$ cat src/rtl/scel_pkg.sv
`default_nettype none

package scel_pkg;

  // table and logit geometry
  localparam int TABLE_ENTRIES = 1024;
  localparam int LOGIT_BITS    = 16;
  localparam int FRAC_BITS     = LOGIT_BITS - 4;
  localparam int IDX_W         = $clog2(TABLE_ENTRIES);
  localparam int AX_W          = LOGIT_BITS;
  localparam int IDXP_W        = AX_W + IDX_W;
  localparam int LABEL_W       = 8;

  // stream payload widths
  localparam int S_DATA_W = ((LOGIT_BITS + LABEL_W + 7) / 8) * 8;
  localparam int GRAD_W   = 18;
  localparam int MEAN_W   = 32;
  localparam int M_DATA_W = ((GRAD_W + MEAN_W + 7) / 8) * 8;

  // configuration registers
  localparam int LS_W      = 25;
  localparam int GS_W      = 24;
  localparam int CFG_W     = 25;
  localparam int CFG_IDX_W = 1;
  localparam logic [CFG_IDX_W-1:0] REG_LOSS_SCALE = CFG_IDX_W'(0);
  localparam logic [CFG_IDX_W-1:0] REG_GRAD_SCALE = CFG_IDX_W'(1);
  localparam logic [LS_W-1:0] LS_RESET = LS_W'(24'hFFFFFF) + LS_W'(1);
  localparam logic [GS_W-1:0] GS_RESET = GS_W'(65536);

  // datapath widths
  localparam int SIG_W  = 17;
  localparam int SP_W   = 16;
  localparam int AXS_W  = AX_W + 16 - FRAC_BITS;
  localparam int TERM_W = AXS_W + 1;
  localparam int SUM_W  = 48;
  localparam int HALF_W = 24;
  localparam int PROD_W = SIG_W + GS_W;
  localparam int RND_W  = PROD_W - 16;
  localparam int MP_W   = HALF_W + LS_W;
  localparam logic [SIG_W-1:0] ONE_Q16 = SIG_W'(65536);

  // table step 8/TABLE_ENTRIES in q32
  localparam logic [63:0] STEP_H = (64'd8 << 32) / 64'(TABLE_ENTRIES);

  // request queue
  localparam int FIFO_DEPTH = 4;
  localparam int FIFO_AW    = $clog2(FIFO_DEPTH);
  localparam int FIFO_CW    = $clog2(FIFO_DEPTH + 1);

  typedef struct packed {
    logic [AX_W-1:0]  ax;
    logic [IDX_W-1:0] idx;
    logic             neg;
    logic             valid;
    logic             one;
    logic             last;
  } elem_t;

  typedef struct packed {
    logic [FIFO_CW-1:0] count;
    logic               empty;
    logic               full;
  } fifo_stat_t;

  typedef logic [SIG_W-1:0] sig_rom_t [TABLE_ENTRIES];
  typedef logic [SP_W-1:0]  sp_rom_t  [TABLE_ENTRIES];

  // unsigned 64-bit quotient, restoring shift and subtract
  function automatic logic [63:0] udiv64(input logic [63:0] num, input logic [63:0] den);
    logic [64:0] rem;
    logic [63:0] quo;
    rem = '0;
    quo = '0;
    for (int b = 63; b >= 0; b--) begin
      rem = {rem[63:0], num[b]};
      if (rem >= {1'b0, den}) begin
        rem    = rem - {1'b0, den};
        quo[b] = 1'b1;
      end
    end
    return quo;
  endfunction

  // e^-(8/TABLE_ENTRIES) in q32, taylor series
  function automatic logic [63:0] step_ratio();
    logic [63:0] pos;
    logic [63:0] nsum;
    logic [63:0] term;
    logic [63:0] kk;
    pos  = 64'd1 << 32;
    nsum = 64'd0;
    term = 64'd1 << 32;
    for (int k = 1; k <= 12; k++) begin
      kk   = 64'(k);
      term = udiv64((term * STEP_H) >> 32, kk);
      if (kk[0]) begin
        nsum = nsum + term;
      end else begin
        pos = pos + term;
      end
    end
    return pos - nsum;
  endfunction

  // sigmoid of |x| in q16
  function automatic sig_rom_t build_sig_rom();
    sig_rom_t    rom;
    logic [63:0] r;
    logic [63:0] e;
    logic [63:0] den;
    r = step_ratio();
    e = 64'd1 << 32;
    for (int i = 0; i < TABLE_ENTRIES; i++) begin
      den    = (64'd1 << 32) + e;
      rom[i] = SIG_W'(udiv64((64'd1 << 48) + (den >> 1), den));
      e      = (e * r + (64'd1 << 31)) >> 32;
    end
    return rom;
  endfunction

  // softplus(-|x|) in q16, ln(1+e) as 2*atanh(e/(2+e)) in q30
  function automatic sp_rom_t build_sp_rom();
    sp_rom_t     rom;
    logic [63:0] r;
    logic [63:0] e;
    logic [63:0] z;
    logic [63:0] z2;
    logic [63:0] term;
    logic [63:0] acc;
    logic [63:0] dv;
    r = step_ratio();
    e = 64'd1 << 32;
    for (int i = 0; i < TABLE_ENTRIES; i++) begin
      z    = udiv64(e << 30, (64'd1 << 33) + e);
      z2   = (z * z) >> 30;
      term = z;
      acc  = 64'd0;
      for (int k = 0; k < 24; k++) begin
        dv   = 64'(2 * k + 1);
        acc  = acc + udiv64(term, dv);
        term = (term * z2) >> 30;
      end
      rom[i] = SP_W'((64'd2 * acc + (64'd1 << 13)) >> 14);
      e      = (e * r + (64'd1 << 31)) >> 32;
    end
    return rom;
  endfunction

endpackage

`default_nettype wire

$ cat src/rtl/scel_front.sv
`default_nettype none

module scel_front (
  input  logic signed [scel_pkg::LOGIT_BITS-1:0] logit,
  input  logic [scel_pkg::LABEL_W-1:0]           label,
  input  logic                                   batch_end,
  output scel_pkg::elem_t                        elem
);

  logic [scel_pkg::AX_W-1:0]   lu;
  logic [scel_pkg::AX_W-1:0]   ax;
  logic                        neg;
  logic [scel_pkg::IDXP_W-1:0] scaled;
  logic [scel_pkg::IDXP_W-1:0] shifted;
  logic [scel_pkg::IDX_W-1:0]  idx;

  assign lu  = $unsigned(logit);
  assign neg = lu[scel_pkg::AX_W-1];
  // most negative logit wraps to 2^(n-1), which fits unsigned
  assign ax  = neg ? (~lu + scel_pkg::AX_W'(1)) : lu;

  assign scaled  = scel_pkg::IDXP_W'(ax) * scel_pkg::IDXP_W'(scel_pkg::TABLE_ENTRIES);
  assign shifted = scaled >> (scel_pkg::LOGIT_BITS - 1);
  assign idx = (shifted > scel_pkg::IDXP_W'(scel_pkg::TABLE_ENTRIES - 1)) ?
               scel_pkg::IDX_W'(scel_pkg::TABLE_ENTRIES - 1) : shifted[scel_pkg::IDX_W-1:0];

  always_comb begin
    elem       = '0;
    elem.ax    = ax;
    elem.idx   = idx;
    elem.neg   = neg;
    elem.valid = (label == scel_pkg::LABEL_W'(0)) || (label == scel_pkg::LABEL_W'(1));
    elem.one   = (label == scel_pkg::LABEL_W'(1));
    elem.last  = batch_end;
  end

endmodule

`default_nettype wire

$ cat config.mk
export PLATFORM = sky130hd
export DESIGN_NAME = scel_front
export DESIGN_NICKNAME = d
export VERILOG_FILES = /design/src/rtl/scel_pkg.sv /design/src/rtl/scel_front.sv
export SDC_FILE = /design/constraint.sdc
export NUM_CORES = 1
export LEC_CHECK = 0
export ABC_AREA = 1
export BUFFER_PORTS_ARGS = -buffer_cell sky130_fd_sc_hd__buf_2
export CORE_MARGIN = 2
export CORE_UTILIZATION = 43
export DETAILED_ROUTE_END_ITERATION = 12
export GPL_TIMING_DRIVEN = 0
export PLACE_DENSITY = 0.95
export SLEW_MARGIN = 10
export SYNTH_ARGS = -nofsm -noshare
export SYNTH_HDL_FRONTEND = slang
export SYNTH_SLANG_ARGS = --single-unit
$ cat constraint.sdc
create_clock -name vclk -period 2.9
set_clock_uncertainty 0.2 [all_clocks]
set_input_delay 0.29 -clock vclk [all_inputs]
set_output_delay 0.29 -clock vclk [all_outputs]
set_load 0.05 [all_outputs]
# Word-level counts from Yosys, hierarchy flattened
# Cells that the tools add are included.
[classes]
add_sub_neg = 1
magnitude_cmp = 1
n_eq_ne = 1
mux = 2
bitwise_logic = 1
reduce_logical = 2
[op_table]
columns = ["operator", "n"]
rows = [
  ["$add 16x1->16 const B", 1],
  ["$mux 16", 1],
  ["$not 16->16", 1],
  ["$gt 11x10->1 const B", 1],
  ["$mux 10", 1],
  ["$eq 8x1->1 const B", 1],
  ["$logic_not 8->1", 1],
  ["$logic_or 1x1->1", 1],
]
[word_totals]
regBits = 0

# Depth between registers and ports, before layout
[logic_depth]
ltp_word = 5
depth_mapped = 7

# Worst setup path before layout
# OpenSTA, ideal clock, no wires.
[synth_path]
kind = "input to output"
startpoint = "input port label[5] in the netlist's numbering"
endpoint = "output port elem[1] in the netlist's numbering"
t_arrival_ns = 2.520
required_ns = 2.410
setup_slack_ns = -0.110
path_stages = 4
path_buffers = 0
cell_sequence = "nor2_1 > nand2_1 > nor4_1 > and2_1"
[synth_lines]
columns = ["item", "line_no", "source"]
rows = [
  ["start, declared", "scel_front.sv:5", "input logic [scel_pkg::LABEL_W-1:0] label,"],
  ["end, declared", "scel_front.sv:7", "output scel_pkg::elem_t elem"],
]

==> results_dict.tcl <==
set metrics [dict create \
    dpl.hpwl_mm 1.66 \
    status "finished, final reports clean" \
    detail-route-antenna-nets 0 \
    drv_slew 0 \
    fmax_mhz 519 \
    synthTopCellsByArea "nand2_1 (22%), nand3_1 (17%), inv_1 (12%)" \
    area_growth_pct 47.6 \
    critPathCaptureType "output port" \
    critPathRequiredTime_ps 2410 \
    clkbuf_count 0 \
    relSlewSlack_pct 83.1 \
    synth_area_per_cell_um2 4.93 \
    leakage_nw 0.581 \
    final_common_cell "buf_2" \
    post_cts_buffers 0 \
    hold_class "input pin to output port" \
    core-area_um2 1320 \
    start_util_pct 47.1 \
    cap_violations 0 \
    grt_usage_pct 21.3 \
    criticalPathCategory "input pin to output port" \
    nets 208 \
    finalCritPeriodShare_pct 66.4 \
    worstSetupStartpointType "input pin" \
    report.final.setup_viol 0 \
    yosysTopAreaCellShare_pct 22.4 \
    avgViaCountPerCell 4.85 \
    worst_pin_slew_ps 255 \
    setup_tns_ps 0 \
    io_pins 55 \
    finalCriticalPeriod_ps 1930 \
    arrival_ps 1440 \
    wl_mm 1.87 \
    layout_common_cells "buf_2 (54), nand2_1 (37), nand3_1 (21)" \
    die-area_um2 1760 \
    synth_cell_types 18 \
    hold_violations 0 \
    syn_nets 152 \
    power_w 0.000237 \
    routedWlPerCell_um 9.59 \
    ff_latch_area_um2 0 \
    drc 0 \
    rsz0062_at_grt "false" \
    hold_buffers 0 \
    antenna_found_initial 0 \
    power_density_nw_per_um2 259 \
    nFillCells 123 \
    grt_pass1_vias 833 \
    grt_overflow 0 \
    yosys.area.top_type "nand2_1" \
    die_h_um 42.0 \
    critPathMaxFanout 5 \
    grt_max_degree 11 \
    antennaDiodeCount 0 \
    vias 945 \
    hold_depth 2 \
    syn_area_um2 621 \
    die_w_um 42.0 \
    place_congestion 0.836 \
    syn_inst 126 \
    firstDrtPassIters 4 \
    drive_above_1_share_pct 40.0 \
    ir_drop_mv 0.189 \
    cts_resized 0 \
    grt_pass1_wl_mm 3.15 \
    ys_warn_count 0 \
    portBuffers 54 \
    num_rows 13 \
    drtIter0Drc 13 \
    n_sequential_cell 0 \
    synth-seq-area-share_pct 0 \
]
==> worst max-delay path, cell delays in order <==
cell and delay, ps:
buf_2 110, inv_1 80, ha_1 230, nand3_1 110
nand2_2 140, nand4_1 120, nand3_1 100, buf_2 260
==> cells in the mapped netlist (all sizes together) <==
| cell type | instances |
|---|---|
| xor2 | 1 |
| ha | 1 |
| nand4 | 2 |
| buf | 5 |
| nor4 | 1 |
| nand3 | 22 |
| and2 | 2 |
| inv | 20 |
| o21ai | 4 |
| nor3 | 1 |
| nor2 | 23 |
| nand2 | 41 |
| xnor2 | 3 |
==> per-layer routing <==
metal	global-route usage (%)	vias up	share of wire [%]
met4	3.87	0	1.1
met5	0	-	0
met1	24.5	404	41
met2	43.1	39	52
met3	0.431	2	6.6
li1	-	500	-
==> power by group <==
group	switching, W	leakage, nW	total (W)	internal [W]
sequential	0	0	0	0
clock	0	0	0	0
combinational	0.000177	0.581	0.000237	0.0000602
==> area by class of cell <==
type	instances	area, um2	area share [%]
inverters	20	75.1	8.20
well taps	15	18.8	2.05
multi-input cells	101	510	55.7
repair buffers	54	270	29.5
plain buffers	5	41.3	4.51
==> cell families (layout without fill, tap and decap cells) <==
| kind of cell | after synthesis | count (layout) | share of synthesized area [%] |
|---|---|---|---|
| XOR/XNOR | 4 | 4 | 6.86 |
| AO/OA/AOI/OAI | 4 | 4 | 3.23 |
| AND/OR/NAND/NOR | 92 | 92 | 69.2 |
| adder cells (fa/ha/maj) | 1 | 1 | 2.02 |
| buffers and inverters | 25 | 79 | 18.7 |
==> path summary, 6_finish.rpt <==
kind / slack, ps / end / startpoint
worst max-delay path: 970 / elem[13] / logit[0]
worst min-delay path: 690 / elem[0] / batch_end
==> stage by stage <==
step                      setup slack (ps)  hold slack, ps  utilization (%)  cell area [um2]  cells
final                                  973             687             69.5              916    195
after CTS                              969             688             69.5              916    195
after floorplan                        535             485                -              627    126
after global routing                   873             689             69.5              916    195
after global placement                1010             685             69.5              916    195
after detailed placement               969             688             69.5              916    195
Note: power is estimated with default switching activity, not from simulation.
