===== src/rtl/scel_pkg.sv =====
`default_nettype none

package scel_pkg;

  // table and logit geometry
  localparam int TABLE_ENTRIES = 1024;
  localparam int LOGIT_BITS    = 16;
  localparam int FRAC_BITS     = LOGIT_BITS - 4;
  localparam int IDX_W         = $clog2(TABLE_ENTRIES);
  localparam int AX_W          = LOGIT_BITS;
  localparam int IDXP_W        = AX_W + IDX_W;
  localparam int LABEL_W       = 8;

  // stream payload widths
  localparam int S_DATA_W = ((LOGIT_BITS + LABEL_W + 7) / 8) * 8;
  localparam int GRAD_W   = 18;
  localparam int MEAN_W   = 32;
  localparam int M_DATA_W = ((GRAD_W + MEAN_W + 7) / 8) * 8;

  // configuration registers
  localparam int LS_W      = 25;
  localparam int GS_W      = 24;
  localparam int CFG_W     = 25;
  localparam int CFG_IDX_W = 1;
  localparam logic [CFG_IDX_W-1:0] REG_LOSS_SCALE = CFG_IDX_W'(0);
  localparam logic [CFG_IDX_W-1:0] REG_GRAD_SCALE = CFG_IDX_W'(1);
  localparam logic [LS_W-1:0] LS_RESET = LS_W'(24'hFFFFFF) + LS_W'(1);
  localparam logic [GS_W-1:0] GS_RESET = GS_W'(65536);

  // datapath widths
  localparam int SIG_W  = 17;
  localparam int SP_W   = 16;
  localparam int AXS_W  = AX_W + 16 - FRAC_BITS;
  localparam int TERM_W = AXS_W + 1;
  localparam int SUM_W  = 48;
  localparam int HALF_W = 24;
  localparam int PROD_W = SIG_W + GS_W;
  localparam int RND_W  = PROD_W - 16;
  localparam int MP_W   = HALF_W + LS_W;
  localparam logic [SIG_W-1:0] ONE_Q16 = SIG_W'(65536);

  // table step 8/TABLE_ENTRIES in q32
  localparam logic [63:0] STEP_H = (64'd8 << 32) / 64'(TABLE_ENTRIES);

  // request queue
  localparam int FIFO_DEPTH = 4;
  localparam int FIFO_AW    = $clog2(FIFO_DEPTH);
  localparam int FIFO_CW    = $clog2(FIFO_DEPTH + 1);

  typedef struct packed {
    logic [AX_W-1:0]  ax;
    logic [IDX_W-1:0] idx;
    logic             neg;
    logic             valid;
    logic             one;
    logic             last;
  } elem_t;

  typedef struct packed {
    logic [FIFO_CW-1:0] count;
    logic               empty;
    logic               full;
  } fifo_stat_t;

  typedef logic [SIG_W-1:0] sig_rom_t [TABLE_ENTRIES];
  typedef logic [SP_W-1:0]  sp_rom_t  [TABLE_ENTRIES];

  // unsigned 64-bit quotient, restoring shift and subtract
  function automatic logic [63:0] udiv64(input logic [63:0] num, input logic [63:0] den);
    logic [64:0] rem;
    logic [63:0] quo;
    rem = '0;
    quo = '0;
    for (int b = 63; b >= 0; b--) begin
      rem = {rem[63:0], num[b]};
      if (rem >= {1'b0, den}) begin
        rem    = rem - {1'b0, den};
        quo[b] = 1'b1;
      end
    end
    return quo;
  endfunction

  // e^-(8/TABLE_ENTRIES) in q32, taylor series
  function automatic logic [63:0] step_ratio();
    logic [63:0] pos;
    logic [63:0] nsum;
    logic [63:0] term;
    logic [63:0] kk;
    pos  = 64'd1 << 32;
    nsum = 64'd0;
    term = 64'd1 << 32;
    for (int k = 1; k <= 12; k++) begin
      kk   = 64'(k);
      term = udiv64((term * STEP_H) >> 32, kk);
      if (kk[0]) begin
        nsum = nsum + term;
      end else begin
        pos = pos + term;
      end
    end
    return pos - nsum;
  endfunction

  // sigmoid of |x| in q16
  function automatic sig_rom_t build_sig_rom();
    sig_rom_t    rom;
    logic [63:0] r;
    logic [63:0] e;
    logic [63:0] den;
    r = step_ratio();
    e = 64'd1 << 32;
    for (int i = 0; i < TABLE_ENTRIES; i++) begin
      den    = (64'd1 << 32) + e;
      rom[i] = SIG_W'(udiv64((64'd1 << 48) + (den >> 1), den));
      e      = (e * r + (64'd1 << 31)) >> 32;
    end
    return rom;
  endfunction

  // softplus(-|x|) in q16, ln(1+e) as 2*atanh(e/(2+e)) in q30
  function automatic sp_rom_t build_sp_rom();
    sp_rom_t     rom;
    logic [63:0] r;
    logic [63:0] e;
    logic [63:0] z;
    logic [63:0] z2;
    logic [63:0] term;
    logic [63:0] acc;
    logic [63:0] dv;
    r = step_ratio();
    e = 64'd1 << 32;
    for (int i = 0; i < TABLE_ENTRIES; i++) begin
      z    = udiv64(e << 30, (64'd1 << 33) + e);
      z2   = (z * z) >> 30;
      term = z;
      acc  = 64'd0;
      for (int k = 0; k < 24; k++) begin
        dv   = 64'(2 * k + 1);
        acc  = acc + udiv64(term, dv);
        term = (term * z2) >> 30;
      end
      rom[i] = SP_W'((64'd2 * acc + (64'd1 << 13)) >> 14);
      e      = (e * r + (64'd1 << 31)) >> 32;
    end
    return rom;
  endfunction

endpackage

`default_nettype wire


===== src/rtl/scel_fifo.sv =====
`default_nettype none

module scel_fifo (
  input  logic                   clk,
  input  logic                   rst,
  input  logic                   push,
  input  scel_pkg::elem_t        din,
  input  logic                   pop,
  output scel_pkg::elem_t        dout,
  output scel_pkg::fifo_stat_t   stat
);

  scel_pkg::elem_t                 mem [scel_pkg::FIFO_DEPTH];
  logic [scel_pkg::FIFO_AW-1:0]    wr_ptr;
  logic [scel_pkg::FIFO_AW-1:0]    rd_ptr;
  logic [scel_pkg::FIFO_CW-1:0]    count;
  logic                            do_push;
  logic                            do_pop;

  assign do_push = push && (count != scel_pkg::FIFO_CW'(scel_pkg::FIFO_DEPTH));
  assign do_pop  = pop && (count != '0);

  always_ff @(posedge clk) begin
    if (rst) begin
      wr_ptr <= '0;
      rd_ptr <= '0;
      count  <= '0;
    end else begin
      if (do_push) begin
        wr_ptr <= (wr_ptr == scel_pkg::FIFO_AW'(scel_pkg::FIFO_DEPTH - 1)) ?
                  '0 : wr_ptr + scel_pkg::FIFO_AW'(1);
      end
      if (do_pop) begin
        rd_ptr <= (rd_ptr == scel_pkg::FIFO_AW'(scel_pkg::FIFO_DEPTH - 1)) ?
                  '0 : rd_ptr + scel_pkg::FIFO_AW'(1);
      end
      if (do_push && !do_pop) begin
        count <= count + scel_pkg::FIFO_CW'(1);
      end else if (do_pop && !do_push) begin
        count <= count - scel_pkg::FIFO_CW'(1);
      end
    end
  end

  always_ff @(posedge clk) begin
    if (do_push) begin
      mem[wr_ptr] <= din;
    end
  end

  assign dout       = mem[rd_ptr];
  assign stat.count = count;
  assign stat.empty = (count == '0);
  assign stat.full  = (count == scel_pkg::FIFO_CW'(scel_pkg::FIFO_DEPTH));

endmodule

`default_nettype wire


===== config.mk =====
export PLATFORM = sky130hd
export DESIGN_NAME = scel_fifo
export DESIGN_NICKNAME = d
export VERILOG_FILES = /design/src/rtl/scel_pkg.sv /design/src/rtl/scel_fifo.sv
export SDC_FILE = /design/constraint.sdc
export NUM_CORES = 1
export LEC_CHECK = 0
export BUFFER_PORTS_ARGS = -buffer_cell sky130_fd_sc_hd__buf_2
export CORE_ASPECT_RATIO = 0.5
export CORE_MARGIN = 5
export CORE_UTILIZATION = 35
export CTS_CLUSTER_DIAMETER = 60
export DETAILED_ROUTE_END_ITERATION = 16
export PLACE_DENSITY = 0.62
export SLEW_MARGIN = 5
export SYNTH_ARGS = -nofsm -noshare
export SYNTH_HDL_FRONTEND = slang
export SYNTH_SLANG_ARGS = --single-unit

===== constraint.sdc =====
create_clock -name clk -period 3.13 [get_ports clk]
set_clock_uncertainty 0.15 [all_clocks]
set_input_delay 0.1565 -clock clk [delete_from_list [all_inputs] [get_ports clk]]
set_output_delay 0.1565 -clock clk [all_outputs]
set_load 0.1 [all_outputs]

---- After elaboration in Yosys (flattened, before gate mapping) ----
Memories as Yosys holds them, arrays and structs flattened. A register that Yosys moved wholly into a read port is not among the register bits.
Cells that the tools add are included.
operators by class
  add/sub/neg operators ................... 4
  multiply operators ...................... 0
  divide/modulo/power cells ............... 0
  $lt $le $gt $ge ......................... 0
  equal/unequal tests ..................... 4
  shift operators ......................... 0
  multiplexer cells ....................... 8
  bitwise gates (word level) .............. 0
  reductions and logical operators ........ 9
operators with widths
  operator                                           number
  two-way mux 2 bit                                  4
  two-way mux 3 bit                                  2
  adder 2 x 1 -> 2 bit (second input constant)       2
  == test 2 bit (second input constant)              2
  logical AND 1 bit                                  4
  adder 3 x 1 -> 3 bit (second input constant)       1
  == test 3 bit (second input constant)              1
  zero test 3 bit                                    1
  inequality test 3 bit (second input constant)      1
  nonzero test 3 bit                                 1
  subtractor 3 x 1 -> 3 bit (second input constant)  1
  zero test 1 bit                                    2
  two-way mux 1 bit                                  2
  nonzero test 2 bit                                 1
word-level totals
  register bits ........................... 7
  latch bits .............................. 0
  RAM bits ................................ 120
  bits in read-only memories .............. 0
  input port bits ......................... 34
  output and inout port bits .............. 35
  logic and storage cells ................. 29
  memories kept ........................... 1
memory list
  name  depth  bits a word  rd ports  clocked after Yosys merged registers in  write ports  line             text
  mem   4      30           1         1                                        1            scel_fifo.sv:13  scel_pkg::elem_t mem [scel_pkg::FIFO_DEPTH];

---- Depth between registers and ports, before layout ----
  word-level depth ........................ 6
  gate-level depth with buffers ........... 10

---- Worst setup path after synthesis ----
Ideal clock, no wire load.
  path kind ............................... flip-flop to output port
  start ................................... reg count[0] in the netlist's numbering
  end ..................................... out stat[1] in the netlist's numbering
  data arrival time ....................... 2.931 ns
  required time ........................... 2.823 ns
  slack ................................... -0.107 ns
  stages on the path, launching flop included .. 2
  buffers on the path ..................... 0
  path through ............................ dfxtp_1 nor3_1
RTL lines
  element                 line             text
  start, declared         scel_fifo.sv:16  logic [scel_pkg::FIFO_CW-1:0] count;
  start signal, assigned  scel_fifo.sv:38  count <= count + scel_pkg::FIFO_CW'(1);
  start signal, assigned  scel_fifo.sv:40  count <= count - scel_pkg::FIFO_CW'(1);
  end, declared           scel_fifo.sv:10  output scel_pkg::fifo_stat_t stat

==> summary.md <==
The flow ran to the end, and the final reports show no timing, DRC or antenna violations. After synthesis the netlist holds a flip-flop and latch count of 129. The share of total power dissipated in combinational logic is 37.2%. Hold timing on the final database bottoms out at a slack of 363 ps. The sequential cell area fraction in the yosys report is 78.7%. The logs give 14100 um for the wire length of the first global-routing pass and 31 for the pin count of the biggest net entering global routing.

The tools report the clock power share as 26.5%. For the final wirelength, the log shows 8840 um. Setup repair after global routing left no endpoint under its margin.

Data required time at the worst endpoint: 2820 ps. The switching power of the nets came out at 0.00250 W. The floorplan die area was 16300 um2; the period utilization was 80.1%. Based on the critical path, the design can be clocked at up to 0.399 GHz.

After routing the design area is 6190 um2. The total overflow left after global routing is 0. After detailed routing, the average wire length per cell comes to 17.3 um. The post-synthesis cell area was 4810 um2. Fraction of post-synthesis cell area in the top cell type by area: 74.9%.

For the number of design-rule violations left by the first detailed-router iteration, the log shows 125. The floorplan step set the die width to 176 um. The summed negative setup slack over all endpoints was 0 ps; the actual slew at the worst max-slew pin was 848 ps. The cell internal power dissipation is 0.00358 W. In this run the worst path has a maximum fanout of 17. For the headroom to the max-slew limit, the log shows 43.4%.

The filler cell count in the final layout was 1135; the clock latency on the worst-skew pair was 400 ps. The average cell area after synthesis was 23.3 um2; the total power density per cell area was 981 nW/um2. The critical path goes through buf_12 -> mux4_2 -> buf_2.

The post-detailed-route via-to-cell ratio is 4.63. The total number of yosys warnings was 0; the clock-pin slew of the registers on the worst-case setup and hold paths was 50 ps. Before antenna repair, the detailed router went through 4 iterations. Net switching is 41.1% of the power. In this run, CTS created clock tree buffers numbering 17. The detailed router placed 2362 vias in this run. The number of stages on the worst hold path works out to 2. The longest clock path from root to sink contains 2 buffers. The sequential fraction of design power was 36.2%; the number of antenna violations at the first check in global routing was 0. CTS saw 129 sinks. Global routing consumed, over all layers together, 11.5% of the routing resources. The category of the worst setup path capture point is an output pin. Gates resized during post-CTS repair numbered 0.

At the worst endpoint, the arrival time is 2200 ps. Setup violations remaining at the end of the flow were counted as 0. In this run the static leakage power is 2.17 nW. Cells with a size suffix above 1 make up 40.7% of the layout.

The tools report the net count of the mapped netlist as 247. The netlist uses 25 different library cells. The worst setup path is launched from a register.

The run gives 0 as the final hold violation count. The fraction of synthesis flops using an asynchronous set or reset pin is 0%. Sorting the synthesized cells by area gives the leading types as edfxtp_1 (75%), mux4_2 (14%), dfxtp_1 (3.7%). The HPWL after detailed placement is 5380 um.

Number of synthesized flops with an enable pin: 120. The synthesis-to-layout area growth is 28.8%. The run gives 0 as the number of antenna cells inserted. The largest total area in the synthesized netlist belongs to edfxtp_1. The run gives 362 as the count of nets after finishing. The routability congestion estimate from global placement is 0.731. The standard cell core area is 13500 um2.

The logic depth of the worst register-to-register path came out at 9. In this run the worst hold path is classified as reg -> reg. The initial cell density of the core is 35.6%. TritonCTS built the clock tree. The total count of max-transition violations in the final report was 0; the final critical path time including I/O delays and setup was 2510 ps. Registers take 3790 um2. In the synthesized netlist, the number of instances is 206.

The count of input and output buffers was 68; the number of top-level pins was 69. The critical path is of the reg -> out type. The largest individual stage delay along the critical path comes from the cell dfxtp_2. The via count of the first global-routing pass was 2665; the post-detailed-route DRC marker count was 0. After detailed placement, the total cell area comes to 5380 um2. The logs give 0.344 mV for the worst ir drop on vdd and 0 for the residual antenna-violating net count after detailed routing. The tool flagged a number of max-cap violations equal to 0. The clock tree root driver cell was clkbuf_16. From bottom edge to top edge, the die measures 92.9 um. The biggest cell delay along the critical path came out at 660 ps. Dominant register cell in the synthesized netlist: edfxtp_1.

After floorplanning, the core was divided into 30 placement rows. In the final layout, the multi-input gates occupy 956 um2. For the H-tree depth, the log shows 4.
[per-stage QoR]
| step | instances | util, % | power, W | worst slack (ps) |
|---|---|---|---|---|
| final | 510 | 45.8 | 0.00608 | 622 |
| after global routing | 510 | 45.8 | 0.00631 | 464 |
| after CTS | 510 | 45.8 | 0.00615 | 537 |
| after detailed placement | 445 | 39.8 | 0.00449 | 689 |
| after global placement | 445 | 39.8 | 0.00445 | 857 |
| after floorplan | 206 | - | 0.00412 | 172 |
[placed cells by master (no fill, tap or decap)]
cell type	netlist	routed
edfxtp_1	120	120
buf_2	3	68
dlygate4sd3_1	0	33
mux4_2	30	30
clkbuf_16	0	17
ha_1	6	6
dfxtp_1	9	6
clkinv_1	0	6
clkinv_2	0	5
and3_2	0	4
clkbuf_1	4	4
inv_1	3	3
nor2_1	3	3
a21oi_1	3	3
dfxtp_2	0	3
o31ai_2	2	2
xor2_1	2	2
nand3_1	2	2
or3_1	2	2
mux2i_1	2	2
buf_4	0	2
bufinv_8	1	1
or3b_1	1	1
clkinv_4	1	1
nor2_2	1	1
nor3_2	0	1
nor3_1	2	1
nand2_1	1	1
o21ai_1	1	1
o21ai_0	1	1
fa_1	1	1
buf_12	0	1
[flip-flops by register name (all words and copies together), names as in the netlist, named ones only]
register,cells
mem,120
wr_ptr,2
count,3
rd_ptr,2
[layout make-up]
cell class	instances	area share [%]
clock inverter	11	0.768
inverter	5	0.606
tap	176	3.55
timing repair buffer	104	11.4
clock buffer	21	7.11
sequential	129	61.1
multi-input combinational	64	15.4
[power by group through the flow]
stage | logic [W] | clock network [W] | registers, W
floorplan | 0.00185 | 0 | 0.00227
global placement | 0.00223 | 0 | 0.00222
detailed placement | 0.00225 | 0 | 0.00224
CTS | 0.00229 | 0.00165 | 0.00221
global route | 0.00235 | 0.00174 | 0.00223
finish | 0.00226 | 0.00161 | 0.00220
[layer usage]
layer,vias to the layer above,GRT usage (%),wire length (um)
li1,1090,-,-
met1,1231,13.4,3720
met2,35,20.0,4720
met3,6,3.87,332
met4,0,4.35,67
met5,-,0,0
[logic make-up after synthesis]
logic type      after synthesis  share of synthesized area [%]
flops                       129                           78.7
buf+inv                      13                           1.64
simple gates                 16                           1.82
fa+ha+maj                     7                           1.98
mux                          32                           14.5
compound gates                7                           1.04
xor+xnor                      2                          0.364
[cell usage after synthesis, types with 2 or more instances]
cell,count
edfxtp_1,120
mux4_2,30
dfxtp_1,9
ha_1,6
and3_1,4
clkbuf_1,4
a21oi_1,3
buf_2,3
inv_1,3
nor2_1,3
mux2i_1,2
nand3_1,2
nor3_1,2
o31ai_2,2
or3_1,2
xor2_1,2
[critical path, delay by kind of cell (launching register included)]
kind	cells	cell delay, ps
DFF	1	660
buffers and inverters	2	580
muxes	1	560
[final timing paths]
check,from,endpoint,slack [ps]
min,rd_ptr[0]$_SDFFE_PP0P_,register,360
max reg2reg,count[2]$_SDFFE_PP0P_,count[2]$_SDFFE_PP0P_,690
max,register,dout[5],620
min reg2reg,rd_ptr[0]$_SDFFE_PP0P_,register,360
[timing repair]
| item | 4_1_cts | 5_1_grt |
|---|---|---|
| hold buffers | 33 | 0 |
| hold endpoints to repair | 129 | 0 |
| setup endpoints to repair | 0 | 0 |
| buffers inserted | 0 | 0 |
Note: power is estimated with default switching activity, not from simulation.
